$ cat config.mk
export PLATFORM = sky130hd
export DESIGN_NAME = biquad_lowpass_filter
export DESIGN_NICKNAME = d
export VERILOG_FILES = /design/src/hw/rtl/bqlp_pkg.sv /design/src/hw/rtl/bqlp_regs.sv /design/src/hw/rtl/bqlp_ctrl.sv /design/src/hw/rtl/bqlp_datapath.sv /design/src/hw/rtl/biquad_lowpass_filter.sv
export SDC_FILE = /design/constraint.sdc
export NUM_CORES = 2
export LEC_CHECK = 0
export BUFFER_PORTS_ARGS = -buffer_cell sky130_fd_sc_hd__clkbuf_2
export CORE_ASPECT_RATIO = 1.5
export CORE_MARGIN = 3
export CORE_UTILIZATION = 55
export DETAILED_ROUTE_END_ITERATION = 6
export PLACE_DENSITY_LB_ADDON = 0.05
export SYNTH_ARGS = -nofsm -noshare
export SYNTH_HDL_FRONTEND = slang
export SYNTH_SLANG_ARGS = --single-unit
export TNS_END_PERCENT = 5
$ cat constraint.sdc
create_clock -name clk -period 14.8 [get_ports clk]
set_input_delay 2.96 -clock clk [delete_from_list [all_inputs] [get_ports clk]]
set_output_delay 2.96 -clock clk [all_outputs]
set_load 0.03 [all_outputs]
$ cat src/hw/rtl/bqlp_pkg.sv
`timescale 1ns / 1ps
// ----------------------------------------------------------------------------
// Biquad lowpass package
// Shared widths, fixed-point formats, register map, payload and control types.
// ----------------------------------------------------------------------------
package bqlp_pkg;

    // Fixed-point formats.
    localparam int SAMPLE_WIDTH   = 20;
    localparam int SAMPLE_FRAC    = SAMPLE_WIDTH - 4;
    localparam int COEF_FRAC_BITS = 30;
    localparam int STATE_FRAC     = 24;
    localparam int FF_SHIFT       = COEF_FRAC_BITS + SAMPLE_FRAC - STATE_FRAC;
    localparam int GAIN_FRAC      = 15;
    localparam int OUT_FRAC       = STATE_FRAC + GAIN_FRAC;

    localparam int COEF_WIDTH = 32;
    localparam int GAIN_WIDTH = 16;
    localparam int PCM_WIDTH  = 16;
    localparam int Y_WIDTH    = 32;
    localparam int HIST_WIDTH = 48;
    localparam int MUL_WIDTH  = 32;
    localparam int PROD_WIDTH = 2 * MUL_WIDTH;
    localparam int ACC_WIDTH  = PROD_WIDTH;

    // Configuration port.
    localparam int APB_ADDR_WIDTH = 5;
    localparam int APB_DATA_WIDTH = 32;
    localparam int REG_IDX_WIDTH  = APB_ADDR_WIDTH - 2;

    typedef enum logic [REG_IDX_WIDTH-1:0] {
        REG_COEF_B0     = 3'd0,
        REG_COEF_B1     = 3'd1,
        REG_COEF_B2     = 3'd2,
        REG_COEF_A1     = 3'd3,
        REG_COEF_A2     = 3'd4,
        REG_OUTPUT_GAIN = 3'd5
    } reg_idx_t;

    localparam logic signed [COEF_WIDTH-1:0] RST_COEF_B0 = 32'sd1303523;
    localparam logic signed [COEF_WIDTH-1:0] RST_COEF_B1 = 32'sd2607045;
    localparam logic signed [COEF_WIDTH-1:0] RST_COEF_B2 = 32'sd1303523;
    localparam logic signed [COEF_WIDTH-1:0] RST_COEF_A1 = -32'sd2050806082;
    localparam logic signed [COEF_WIDTH-1:0] RST_COEF_A2 = 32'sd982278348;
    localparam logic [GAIN_WIDTH-1:0]        RST_GAIN    = 16'd11469;

    // Payloads.
    typedef struct packed {
        logic signed [SAMPLE_WIDTH-1:0] mix_sample;
        logic                           chunk_last;
    } sample_t;

    typedef struct packed {
        logic signed [PCM_WIDTH-1:0] pcm_out;
        logic                        chunk_end;
    } pcm_t;

    typedef struct packed {
        logic signed [COEF_WIDTH-1:0] b0;
        logic signed [COEF_WIDTH-1:0] b1;
        logic signed [COEF_WIDTH-1:0] b2;
        logic signed [COEF_WIDTH-1:0] a1;
        logic signed [COEF_WIDTH-1:0] a2;
        logic [GAIN_WIDTH-1:0]        gain;
    } coef_set_t;

    // Controller states.
    typedef enum logic [2:0] {
        ST_IDLE,
        ST_MUL_B0,
        ST_MUL_B1,
        ST_MUL_A1,
        ST_MUL_B2,
        ST_MUL_A2,
        ST_MUL_GAIN,
        ST_OUTPUT
    } state_t;

    // Multiplier operand selection.
    typedef enum logic [2:0] {
        MUL_B0_X,
        MUL_B1_X,
        MUL_A1_Y,
        MUL_B2_X,
        MUL_A2_Y,
        MUL_Y_GAIN
    } mul_sel_t;

    typedef struct packed {
        logic     load_in;
        mul_sel_t mul_sel;
        logic     y_load;
        logic     acc1_init;
        logic     acc1_fb;
        logic     acc2_init;
        logic     acc2_fb;
        logic     hist1_load;
        logic     hist2_load;
        logic     out_load;
    } dp_cmd_t;

    typedef struct packed {
        logic out_busy;
    } dp_status_t;

endpackage

$ cat src/hw/rtl/bqlp_regs.sv
`timescale 1ns / 1ps
// ----------------------------------------------------------------------------
// Biquad lowpass register bank
// APB-style coefficient and gain registers with read-back.
// ----------------------------------------------------------------------------
module bqlp_regs (
    input  logic                                 clk,
    input  logic                                 rst_n,
    input  logic                                 psel,
    input  logic                                 penable,
    input  logic                                 pwrite,
    input  logic [bqlp_pkg::APB_ADDR_WIDTH-1:0]  paddr,
    input  logic [bqlp_pkg::APB_DATA_WIDTH-1:0]  pwdata,
    output logic [bqlp_pkg::APB_DATA_WIDTH-1:0]  prdata,
    output logic                                 pready,
    output bqlp_pkg::coef_set_t                  coefs
);
    import bqlp_pkg::*;

    coef_set_t coef_reg;
    coef_set_t coef_next;
    reg_idx_t  reg_idx;
    logic      wr_en;

    assign reg_idx = reg_idx_t'(paddr[APB_ADDR_WIDTH-1:2]);
    assign wr_en   = psel && penable && pwrite;
    assign pready  = 1'b1;
    assign coefs   = coef_reg;

    always_comb
    begin
        coef_next = coef_reg;
        if (wr_en)
        begin
            unique case (reg_idx)
                REG_COEF_B0:     coef_next.b0   = pwdata;
                REG_COEF_B1:     coef_next.b1   = pwdata;
                REG_COEF_B2:     coef_next.b2   = pwdata;
                REG_COEF_A1:     coef_next.a1   = pwdata;
                REG_COEF_A2:     coef_next.a2   = pwdata;
                REG_OUTPUT_GAIN: coef_next.gain = pwdata[GAIN_WIDTH-1:0];
                default:         coef_next      = coef_reg;
            endcase
        end
    end

    always_comb
    begin
        unique case (reg_idx)
            REG_COEF_B0:     prdata = coef_reg.b0;
            REG_COEF_B1:     prdata = coef_reg.b1;
            REG_COEF_B2:     prdata = coef_reg.b2;
            REG_COEF_A1:     prdata = coef_reg.a1;
            REG_COEF_A2:     prdata = coef_reg.a2;
            REG_OUTPUT_GAIN: prdata = APB_DATA_WIDTH'(coef_reg.gain);
            default:         prdata = '0;
        endcase
    end

    always_ff @(posedge clk or negedge rst_n)
    begin
        if (!rst_n)
        begin
            coef_reg.b0   <= RST_COEF_B0;
            coef_reg.b1   <= RST_COEF_B1;
            coef_reg.b2   <= RST_COEF_B2;
            coef_reg.a1   <= RST_COEF_A1;
            coef_reg.a2   <= RST_COEF_A2;
            coef_reg.gain <= RST_GAIN;
        end
        else
        begin
            coef_reg <= coef_next;
        end
    end

endmodule

$ cat src/hw/rtl/bqlp_ctrl.sv
`timescale 1ns / 1ps
// ----------------------------------------------------------------------------
// Biquad lowpass controller
// Sequences the shared multiplier and accumulators through one sample.
// ----------------------------------------------------------------------------
module bqlp_ctrl (
    input  logic                 clk,
    input  logic                 rst_n,
    input  logic                 sample_valid,
    output logic                 sample_ready,
    input  bqlp_pkg::dp_status_t status,
    output bqlp_pkg::dp_cmd_t    cmd
);
    import bqlp_pkg::*;

    state_t state_reg;
    state_t state_next;

    always_comb
    begin
        state_next = state_reg;
        unique case (state_reg)
            ST_IDLE:     if (sample_valid) state_next = ST_MUL_B0;
            ST_MUL_B0:   state_next = ST_MUL_B1;
            ST_MUL_B1:   state_next = ST_MUL_A1;
            ST_MUL_A1:   state_next = ST_MUL_B2;
            ST_MUL_B2:   state_next = ST_MUL_A2;
            ST_MUL_A2:   state_next = ST_MUL_GAIN;
            ST_MUL_GAIN: state_next = ST_OUTPUT;
            ST_OUTPUT:   if (!status.out_busy) state_next = ST_IDLE;
        endcase
    end

    always_comb
    begin
        cmd          = '0;
        cmd.mul_sel  = MUL_B0_X;
        sample_ready = 1'b0;
        unique case (state_reg)
            ST_IDLE:
            begin
                sample_ready = 1'b1;
                cmd.load_in  = sample_valid;
            end
            ST_MUL_B0:
            begin
                cmd.mul_sel = MUL_B0_X;
            end
            ST_MUL_B1:
            begin
                cmd.mul_sel = MUL_B1_X;
                cmd.y_load  = 1'b1;
            end
            ST_MUL_A1:
            begin
                cmd.mul_sel   = MUL_A1_Y;
                cmd.acc1_init = 1'b1;
            end
            ST_MUL_B2:
            begin
                cmd.mul_sel = MUL_B2_X;
                cmd.acc1_fb = 1'b1;
            end
            ST_MUL_A2:
            begin
                cmd.mul_sel   = MUL_A2_Y;
                cmd.acc2_init = 1'b1;
            end
            ST_MUL_GAIN:
            begin
                cmd.mul_sel    = MUL_Y_GAIN;
                cmd.acc2_fb    = 1'b1;
                cmd.hist1_load = 1'b1;
            end
            ST_OUTPUT:
            begin
                // Keep the gain product in the multiplier register while the
                // output register is still busy.
                cmd.mul_sel    = MUL_Y_GAIN;
                cmd.hist2_load = 1'b1;
                cmd.out_load   = !status.out_busy;
            end
        endcase
    end

    always_ff @(posedge clk or negedge rst_n)
    begin
        if (!rst_n)
        begin
            state_reg <= ST_IDLE;
        end
        else
        begin
            state_reg <= state_next;
        end
    end

endmodule

$ cat src/hw/rtl/bqlp_datapath.sv
`timescale 1ns / 1ps
// ----------------------------------------------------------------------------
// Biquad lowpass datapath
// Shared 32x32 multiplier, filter accumulators, history and output register.
// ----------------------------------------------------------------------------
module bqlp_datapath (
    input  logic                 clk,
    input  logic                 rst_n,
    input  bqlp_pkg::dp_cmd_t    cmd,
    output bqlp_pkg::dp_status_t status,
    input  bqlp_pkg::coef_set_t  coefs,
    input  bqlp_pkg::sample_t    sample_data,
    output logic                 pcm_valid,
    input  logic                 pcm_ready,
    output bqlp_pkg::pcm_t       pcm_data
);
    import bqlp_pkg::*;

    localparam int CLIP_WIDTH  = OUT_FRAC + 2;
    localparam int SCALE_WIDTH = OUT_FRAC + GAIN_FRAC + 2;

    localparam logic signed [ACC_WIDTH-1:0] Y_MAX = (ACC_WIDTH'(1) <<< (Y_WIDTH - 1)) - 1;
    localparam logic signed [ACC_WIDTH-1:0] Y_MIN = -Y_MAX - 1;
    localparam logic signed [ACC_WIDTH-1:0] H_MAX = (ACC_WIDTH'(1) <<< (HIST_WIDTH - 1)) - 1;
    localparam logic signed [ACC_WIDTH-1:0] H_MIN = -H_MAX - 1;
    localparam logic signed [PROD_WIDTH-1:0] V_ONE = PROD_WIDTH'(1) <<< OUT_FRAC;
    localparam logic signed [SCALE_WIDTH-1:0] TRUNC_BIAS = (SCALE_WIDTH'(1) <<< OUT_FRAC) - 1;

    logic signed [SAMPLE_WIDTH-1:0] x_reg,     x_next;
    logic                           last_reg,  last_next;
    logic signed [PROD_WIDTH-1:0]   prod_reg,  prod_next;
    logic signed [Y_WIDTH-1:0]      y_reg,     y_next;
    logic signed [ACC_WIDTH-1:0]    acc1_reg,  acc1_next;
    logic signed [ACC_WIDTH-1:0]    acc2_reg,  acc2_next;
    logic signed [HIST_WIDTH-1:0]   hist1_reg, hist1_next;
    logic signed [HIST_WIDTH-1:0]   hist2_reg, hist2_next;
    pcm_t                           pcm_reg,   pcm_next;
    logic                           valid_reg, valid_next;

    logic signed [MUL_WIDTH-1:0]    op_a;
    logic signed [MUL_WIDTH-1:0]    op_b;
    logic signed [MUL_WIDTH-1:0]    x_ext;
    logic signed [ACC_WIDTH-1:0]    ff_term;
    logic signed [ACC_WIDTH-1:0]    fb_term;
    logic signed [ACC_WIDTH-1:0]    y_sum;
    logic signed [PROD_WIDTH-1:0]   v_clip;
    logic signed [SCALE_WIDTH-1:0]  v_ext;
    logic signed [SCALE_WIDTH-1:0]  scaled;
    logic signed [SCALE_WIDTH-1:0]  biased;
    logic signed [SCALE_WIDTH-1:0]  pcm_full;

    function automatic logic signed [Y_WIDTH-1:0] sat_y(input logic signed [ACC_WIDTH-1:0] a);
        if (a > Y_MAX)
            return Y_MAX[Y_WIDTH-1:0];
        else if (a < Y_MIN)
            return Y_MIN[Y_WIDTH-1:0];
        else
            return a[Y_WIDTH-1:0];
    endfunction

    function automatic logic signed [HIST_WIDTH-1:0] sat_h(input logic signed [ACC_WIDTH-1:0] a);
        if (a > H_MAX)
            return H_MAX[HIST_WIDTH-1:0];
        else if (a < H_MIN)
            return H_MIN[HIST_WIDTH-1:0];
        else
            return a[HIST_WIDTH-1:0];
    endfunction

    assign x_ext   = MUL_WIDTH'(x_reg);
    assign ff_term = prod_reg >>> FF_SHIFT;
    assign fb_term = prod_reg >>> COEF_FRAC_BITS;
    assign y_sum   = ff_term + ACC_WIDTH'(hist1_reg);

    // Operand selection for the shared multiplier.
    always_comb
    begin
        unique case (cmd.mul_sel)
            MUL_B0_X:
            begin
                op_a = coefs.b0;
                op_b = x_ext;
            end
            MUL_B1_X:
            begin
                op_a = coefs.b1;
                op_b = x_ext;
            end
            MUL_A1_Y:
            begin
                op_a = coefs.a1;
                op_b = y_reg;
            end
            MUL_B2_X:
            begin
                op_a = coefs.b2;
                op_b = x_ext;
            end
            MUL_A2_Y:
            begin
                op_a = coefs.a2;
                op_b = y_reg;
            end
            MUL_Y_GAIN:
            begin
                op_a = y_reg;
                op_b = $signed(MUL_WIDTH'(coefs.gain));
            end
            default:
            begin
                op_a = coefs.b0;
                op_b = x_ext;
            end
        endcase
    end

    // Output conversion: clip to plus or minus one, scale by 32767 as a
    // shift and subtract, then divide by 2^OUT_FRAC rounding toward zero.
    always_comb
    begin
        if (prod_reg > V_ONE)
            v_clip = V_ONE;
        else if (prod_reg < -V_ONE)
            v_clip = -V_ONE;
        else
            v_clip = prod_reg;
        v_ext    = SCALE_WIDTH'($signed(v_clip[CLIP_WIDTH-1:0]));
        scaled   = (v_ext <<< GAIN_FRAC) - v_ext;
        biased   = scaled[SCALE_WIDTH-1] ? scaled + TRUNC_BIAS : scaled;
        pcm_full = biased >>> OUT_FRAC;
    end

    always_comb
    begin
        x_next     = cmd.load_in ? sample_data.mix_sample : x_reg;
        last_next  = cmd.load_in ? sample_data.chunk_last : last_reg;
        prod_next  = op_a * op_b;
        y_next     = cmd.y_load ? sat_y(y_sum) : y_reg;
        acc1_next  = acc1_reg;
        acc2_next  = acc2_reg;
        if (cmd.acc1_init)
            acc1_next = ff_term + ACC_WIDTH'(hist2_reg);
        else if (cmd.acc1_fb)
            acc1_next = acc1_reg - fb_term;
        if (cmd.acc2_init)
            acc2_next = ff_term;
        else if (cmd.acc2_fb)
            acc2_next = acc2_reg - fb_term;
        hist1_next = cmd.hist1_load ? sat_h(acc1_reg) : hist1_reg;
        hist2_next = cmd.hist2_load ? sat_h(acc2_reg) : hist2_reg;
        pcm_next   = pcm_reg;
        valid_next = valid_reg && !pcm_ready;
        if (cmd.out_load)
        begin
            pcm_next.pcm_out   = pcm_full[PCM_WIDTH-1:0];
            pcm_next.chunk_end = last_reg;
            valid_next         = 1'b1;
        end
    end

    always_ff @(posedge clk)
    begin
        x_reg    <= x_next;
        last_reg <= last_next;
        prod_reg <= prod_next;
        y_reg    <= y_next;
        acc1_reg <= acc1_next;
        acc2_reg <= acc2_next;
        pcm_reg  <= pcm_next;
    end

    always_ff @(posedge clk or negedge rst_n)
    begin
        if (!rst_n)
        begin
            hist1_reg <= '0;
            hist2_reg <= '0;
            valid_reg <= 1'b0;
        end
        else
        begin
            hist1_reg <= hist1_next;
            hist2_reg <= hist2_next;
            valid_reg <= valid_next;
        end
    end

    assign status.out_busy = valid_reg && !pcm_ready;
    assign pcm_valid       = valid_reg;
    assign pcm_data        = pcm_reg;

endmodule

$ cat src/hw/rtl/biquad_lowpass_filter.sv
`timescale 1ns / 1ps
// ----------------------------------------------------------------------------
// Biquad lowpass filter
// Second-order IIR section in transposed direct form II with PCM conversion.
// ----------------------------------------------------------------------------
// Each sample transaction carries one signed Q4.16 mixed sample and a chunk
// mark. The block runs it through the biquad, scales the result by the
// output gain, clips it to plus or minus one and emits a 16-bit PCM sample
// on the pcm channel together with the chunk mark, one result per sample.
// The five Q2.30 coefficients and the Q1.15 gain sit in an APB-style
// register bank at byte addresses 0x00 to 0x14. The user must write them only
// while the filter is idle; the block itself does not enforce this. They read
// back as stored, the gain zero-extended. All arithmetic goes through one
// shared 32x32 multiplier, used six times per sample, so a new sample is
// accepted only once the controller has gone through the six multiply steps
// and the output step and is back in idle.
// The output register lets the next sample be accepted while a PCM result
// still waits; if the receiver holds pcm_ready low, the controller waits at
// the final step until the output register frees up, and sample_ready stays
// low meanwhile.
// Reset clears the filter history, restores the default lowpass
// coefficients and gain, and empties the output register.
// ----------------------------------------------------------------------------
module biquad_lowpass_filter (
    input  logic                                 clk,
    input  logic                                 rst_n,
    input  logic                                 psel,
    input  logic                                 penable,
    input  logic                                 pwrite,
    input  logic [bqlp_pkg::APB_ADDR_WIDTH-1:0]  paddr,
    input  logic [bqlp_pkg::APB_DATA_WIDTH-1:0]  pwdata,
    output logic [bqlp_pkg::APB_DATA_WIDTH-1:0]  prdata,
    output logic                                 pready,
    input  logic                                 sample_valid,
    output logic                                 sample_ready,
    input  bqlp_pkg::sample_t                    sample_data,
    output logic                                 pcm_valid,
    input  logic                                 pcm_ready,
    output bqlp_pkg::pcm_t                       pcm_data
);
    import bqlp_pkg::*;

    coef_set_t  coefs;
    dp_cmd_t    cmd;
    dp_status_t status;

    // Coefficient and gain registers; they feed the datapath directly.
    bqlp_regs u_regs (
        .clk     (clk),
        .rst_n   (rst_n),
        .psel    (psel),
        .penable (penable),
        .pwrite  (pwrite),
        .paddr   (paddr),
        .pwdata  (pwdata),
        .prdata  (prdata),
        .pready  (pready),
        .coefs   (coefs)
    );

    // The controller steps through the multiplies of one sample and owns
    // the input handshake.
    bqlp_ctrl u_ctrl (
        .clk          (clk),
        .rst_n        (rst_n),
        .sample_valid (sample_valid),
        .sample_ready (sample_ready),
        .status       (status),
        .cmd          (cmd)
    );

    // The datapath holds the sample, the shared multiplier, the filter
    // history and the output register with its valid flag.
    bqlp_datapath u_datapath (
        .clk         (clk),
        .rst_n       (rst_n),
        .cmd         (cmd),
        .status      (status),
        .coefs       (coefs),
        .sample_data (sample_data),
        .pcm_valid   (pcm_valid),
        .pcm_ready   (pcm_ready),
        .pcm_data    (pcm_data)
    );

endmodule

# [After elaboration in Yosys (flattened, before gate mapping)]
# Cells that the tools add are included.
[classes] addsub=6 multipliers=1 magnitude_cmp=8 eq_ne=19 mux=28 n_reduce_logical=18
[ops] op="2-to-1 mux 64 bit" count=4
[ops] op="2-to-1 mux 48 bit" count=4
[ops] op="case mux 32 bit (6 select lines)" count=1
[ops] op="case mux 32 bit (5 select lines)" count=1
[ops] op="greater-than comparator 64 x 48 -> 1 bit (second input constant)" count=2
[ops] op="less-than comparator 64 x 48 -> 1 bit (second input constant)" count=2
[ops] op="subtractor 64 x 34 -> 64 bit" count=2
[ops] op="adder 42 x 48 -> 49 bit" count=2
[ops] op="2-to-1 mux 41 bit" count=2
[ops] op="greater-than comparator 64 x 32 -> 1 bit (second input constant)" count=1
[ops] op="greater-than comparator 64 x 41 -> 1 bit (second input constant)" count=1
[ops] op="less-than comparator 64 x 32 -> 1 bit (second input constant)" count=1
[ops] op="less-than comparator 64 x 40 -> 1 bit (second input constant)" count=1
[ops] op="multiplier 32 x 32 -> 64 bit" count=1
[ops] op="case mux 32 bit (2 select lines)" count=1
[ops] op="subtractor 56 x 41 -> 56 bit" count=1
[ops] op="adder 55 x 40 -> 55 bit (second input constant)" count=1
[ops] op="2-to-1 mux 55 bit" count=1
[ops] op="2-to-1 mux 32 bit" count=1
[ops] op="== test 3 bit (second input constant)" count=8
[ops] op="case mux 3 bit (8 select lines)" count=1
[ops] op="== test 3 x 2 -> 1 bit (second input constant)" count=6
[ops] op="case mux 3 bit (5 select lines)" count=1
[ops] op="AND reduction 2 bit" count=7
[ops] op="other kinds (10)" count=27
[word_totals] ff_bits=538 inputBits=65 output_inout_bits=52

# [Logic depth before layout (Yosys ltp)]
[logic_depth] word_depth=7 depth_mapped=42 depth_no_buf=39

# [Cells and area by module]
# From an unflattened synthesis, not the netlist that was laid out.
[unflattened] hier_cells=8056 area_unflattened_um2=73750.7
[by_module_without_submodules] module="bqlp_datapath" n_inst=1 cells_per_inst=7429 area_per_inst_um2=65282.6
[by_module_without_submodules] module="bqlp_regs" n_inst=1 cells_per_inst=596 area_per_inst_um2=8226.6
[by_module_without_submodules] module="bqlp_ctrl" n_inst=1 cells_per_inst=31 area_per_inst_um2=241.5

# [Worst setup path before layout]
# OpenSTA, ideal clock, no wires.
[synth_timing] path_kind="flip-flop to flip-flop" start="reg u_ctrl.state_reg[0]" end="reg u_datapath.prod_reg[63]" t_arrival_ps=11425 setup_slack_ps=3297 stages_incl_launch_ff=39 n_path_buf=3 synth_period_minus_slack_ps=11503 path_cell_list="dfrtp_1 inv_1 ha_1 nand2_1 nand2_1 o31a_1 clkbuf_1 clkbuf_1 mux2i_1 clkbuf_1 nor2_1 fa_1 fa_1 fa_1 inv_1 fa_1 inv_1 fa_1 [... 3 more ...] fa_1 inv_1 fa_1 inv_1 ha_1 and3_1 and2_1 a221oi_1 o2bb2ai_1 nor3b_1 o21ai_0 a31oi_1 a221oi_1 o21ai_0 a211oi_1 o31ai_1 and4_1 nor3_1"
[synth_between] elab_chain_len=7 elab_cells_between_ends=17 classes_between="mul: 1; eq/ne: 11; mux: 3; reduce/logical: 2"
[synth_rtl] item="start, declared" line="bqlp_ctrl.sv:16" source="state_t state_reg;"
[synth_rtl] item="start signal, assigned" line="bqlp_ctrl.sv:94" source="state_reg <= state_next;"
[synth_rtl] item="== test 3 bit" line="bqlp_ctrl.sv:39" source="unique case (state_reg)"
[synth_rtl] item="OR reduction 2 bit (no source line)"
[synth_rtl] item="case mux 3 bit (5 select lines) *" line="bqlp_ctrl.sv:39"
[synth_rtl] item="== test 3 x 2 -> 1 bit or == test 3 bit (tied branches)" line="bqlp_datapath.sv:78" source="unique case (cmd.mul_sel)"
[synth_rtl] item="OR reduction 2 bit (no source line)"
[synth_rtl] item="case mux 32 bit (2 select lines)" line="bqlp_datapath.sv:78"
[synth_rtl] item="multiplier 32 x 32 -> 64 bit *" line="bqlp_datapath.sv:137" source="prod_next = op_a * op_b;"
[synth_rtl] item="named net u_datapath.prod_next[63]" line="bqlp_datapath.sv:31" source="logic signed [PROD_WIDTH-1:0] prod_reg, prod_next;"
[synth_rtl] item="end signal, assigned" line="bqlp_datapath.sv:165" source="prod_reg <= prod_next;"
[synth_rtl] item="end, declared" line="bqlp_datapath.sv:31"
# The timed path passes the listed nets; every way through them passes the cells marked *.
# A chain may end at the register's enable or synchronous reset.

# [Worst setup path in the final report]
[layout_timing] start="reg u_ctrl.state_reg[2]" end="reg u_datapath.prod_reg[63]"
# The elaborated chain is that of the path after synthesis.

==> flow_summary_export.csv <==
group,metric,value,unit
outcome,status,"complete, but fails checks",
outcome,violations,"design-rule violations",
critical_path,r2r_setup_slack,1400,ps
worst_hold_path,worst_hold_startpoint,"u_datapath.last_reg$_DFFE_PP_",
route,vias_per_cell,6.05,
flow_run,maxCapViolCount,0,
yosys,yosysWarnings,0,
global_route,antenna_found_initial,13,
worst_hold_path,holdPathEnd,"u_datapath.pcm_data[0]$_DFFE_PP_",
clock_tree,cts-hold-fix-buffers,0,
die,core_area,130000,um2
worst_hold_path,whs_path_depth,0,
clock_tree,clockBufferDepth,3,
route,ant_nets,0,
clock_tree,cts_tree,"built",
critical_path,ff2ff_path_depth,37,
die,die_y,450,um
clock_tree,cts_inserted_buffers,60,
place,gp_congestion,0.976,
global_route,grt_pass1_wl,362000,um
cells_and_area,fill_cells,11694,
critical_path,slowest_delay,920,ps
route,drc_errors,1,
yosys,ys.flop_type,"dfrtp_1",
cells_and_area,fin_nets,9448,
critical_path,crit_slowest_cell,"mux2i_4",
yosys,ys_async_sr_fraction,0.513,
die,rows,162,
global_route,track_usage,0.353,
yosys,synth-edff-count,198,
route,drtIter0Drc,4365,
yosys,avgSynthCellArea,9.16,um2
critical_path,cp_data_arrival_time,14030,ps
critical_path,worstReg2RegStart,"u_ctrl.state_reg[2]$_DFFE_PN0P_",
sta,finalSetupTns,0,ps
cells_and_area,utilization,0.592,
yosys,seq_area_frac_synth,0.197,
die,ios,117,
cells_and_area,largest_reg_flops,176,
critical_path,endpoint_kind,"register",
global_route,grt_pass1_vias,61363,
critical_path,timing.rr.end,"u_datapath.prod_reg[63]$_DFF_P_",
yosys,synth_cells,7896,
sta,report.final.slew_viol_count,0,
global_route,overflow,0,
global_route,grt_max_degree,81,
yosys,post_synth_num_cell_types,96,
die,start_util,0.555,
sta,min_period_over_period,0.905,
route,num_vias,58258,
critical_path,setup.worst_path.class,"reg -> reg",
critical_path,cpMostUsedCell,"fa_1",
clock_tree,cts_resized,0,
sta,grt_setup_unrepaired,"no",
sta,worst_pin_slew,1320,ps
place,hpwl,180000,um
clock_tree,cts_sinks,538,
clock_tree,h-tree-depth,2,
critical_path,path_max_fanout,65,
die,dieArea,136000,um2
yosys,syn_nets,9498,
die,die_width,302,um
clock_tree,clockRootBuffer,"clkbuf_16",
sta,fmax,0.0746,GHz
sta,period_needed,13400,ps
cells_and_area,area_growth,6.66,%
route,post_drt_wl_per_cell,24.5,um
worst_hold_path,min_path_type,"reg -> reg",
cells_and_area,drive_gt1_frac,0.0929,
route,drtPass1Iterations,7,
sta,skew,65.5,ps
clock_tree,post_cts_buffers,0,
clock_tree,clock_latency,710,ps
sta,hold_viol_final,0,
clock_tree,path_clk_slew,70,ps
place,port-buffer-count,113,
yosys,syn_area,72300,um2
route,drt_wl_total,236000,um
yosys,ys_seq_elements,538,
sta,relSlewSlack,0.116,
sta,final-setup-viol-count,0,
critical_path,cp.required,15430,ps
critical_path,critPathLaunchType,"register",
-- worst max-delay path, delay by kind of cell (launching register included) --
family	cells	cell delay [ps]
buffers and inverters	8	1280
AND/OR/NAND/NOR	11	2520
multiplexers	1	920
AO/OA/AOI/OAI	8	3420
flip-flops	1	630
adder cells (fa/ha/maj)	9	4470
-- cells in the mapped netlist, drive strengths merged, types with 33 or more instances --
| library cell | instances | share of area |
|---|---|---|
| inv | 1187 | 0.062 |
| fa | 1086 | 0.30 |
| nand2 | 897 | 0.047 |
| nor2 | 859 | 0.045 |
| a21oi | 455 | 0.031 |
| ha | 451 | 0.078 |
| clkbuf | 294 | 0.015 |
| o21ai | 245 | 0.017 |
| mux2 | 226 | 0.035 |
| dfrtp | 199 | 0.069 |
| edfxtp | 198 | 0.082 |
| a21o | 197 | 0.020 |
| xnor2 | 184 | 0.022 |
| nand3 | 125 | 0.0086 |
| xor2 | 115 | 0.014 |
| dfstp | 77 | 0.028 |
| mux2i | 75 | 0.010 |
| nand2b | 72 | 0.0062 |
| dfxtp | 64 | 0.018 |
| o21bai | 63 | 0.0065 |
| nor3 | 59 | 0.0043 |
| nand4 | 55 | 0.0048 |
| and2 | 46 | 0.0040 |
| o21a | 43 | 0.0045 |
| and3 | 42 | 0.0037 |
| nor2b | 42 | 0.0036 |
| a222oi | 39 | 0.0054 |
| nor4 | 38 | 0.0037 |
| buf | 37 | 0.0020 |
| o31ai | 37 | 0.0038 |
| o22ai | 33 | 0.0029 |
-- routing by layer --
| layer | track usage | up-vias | routed length (um) |
|---|---|---|---|
| met4 | 0.201 | 4 | 16600 |
| met5 | 0 | - | 27 |
| met2 | 0.595 | 2458 | 114000 |
| met3 | 0.0708 | 737 | 18800 |
| li1 | - | 25737 | - |
| met1 | 0.418 | 29322 | 86900 |
-- cell type report --
class                   count  area (um2)  area share
diodes                      8        20.0    0.000259
clock buffers              82        1730      0.0224
clock inverters            32         335     0.00435
inverters                1188        4460      0.0578
multi-input cells        5839       52800       0.685
flip-flops and latches    538       14200       0.184
well taps                1722        2150      0.0279
repair buffers            219        1390      0.0180
-- logic make-up (layout without fill, tap and decap cells) --
kind of cell | count (synthesis) | count (layout) | share of synthesized area
buffers and inverters | 1519 | 1521 | 0.0789
AO/OA/AOI/OAI | 1370 | 1370 | 0.122
adder cells (fa/ha/maj) | 1537 | 1537 | 0.379
other | 1 | 9 | 0.0000518
multiplexers | 310 | 310 | 0.0484
XOR/XNOR | 299 | 299 | 0.0362
flip-flops | 538 | 538 | 0.197
AND/OR/NAND/NOR | 2322 | 2322 | 0.139
-- through the flow --
stage	hold WS (ps)	cells	setup slack (ps)	cell area (um2)
floorplan	400	7896	3300	72300
global placement	402	9506	2010	75100
detailed placement	410	9506	1950	75100
CTS	425	9620	1870	77100
global route	441	9621	893	77100
finish	423	9628	1400	77200
-- worst max-delay path by stage --
stage / from / to / slack (ps) / depth (start not counted)
floorplan: u_ctrl.state_reg[0]$_DFFE_PN0P_ / u_datapath.prod_reg[63]$_DFF_P_ / 3300 / 38
global placement: u_ctrl.state_reg[2]$_DFFE_PN0P_ / u_datapath.prod_reg[63]$_DFF_P_ / 2010 / 37
detailed placement: u_ctrl.state_reg[2]$_DFFE_PN0P_ / u_datapath.prod_reg[63]$_DFF_P_ / 1950 / 37
CTS: u_ctrl.state_reg[2]$_DFFE_PN0P_ / u_datapath.prod_reg[63]$_DFF_P_ / 1870 / 37
global route: u_ctrl.state_reg[2]$_DFFE_PN0P_ / u_datapath.prod_reg[63]$_DFF_P_ / 890 / 35
finish: u_ctrl.state_reg[2]$_DFFE_PN0P_ / u_datapath.prod_reg[63]$_DFF_P_ / 1400 / 37
-- layout by cell type, fill, tap and decap left out, drive strengths merged, types with 37 or more instances in the layout --
cell type     n
xnor2       184
nand2       897
o21bai       63
a222oi       39
buf         108
inv        1191
o31ai        37
a21o        197
nor2        859
clkbuf      193
nor2b        42
xor2        115
a21oi       455
and3         42
and2         46
nor4         38
o21a         43
mux2i        75
dfrtp       199
o21ai       245
nand3       125
ha          451
nor3         59
dfxtp        64
dfstp        77
nand2b       72
mux2        226
edfxtp      198
fa         1086
nand4        55
Power is not shown: default switching activity piles up to over one toggle a cycle in this logic, so the estimate is an artifact.
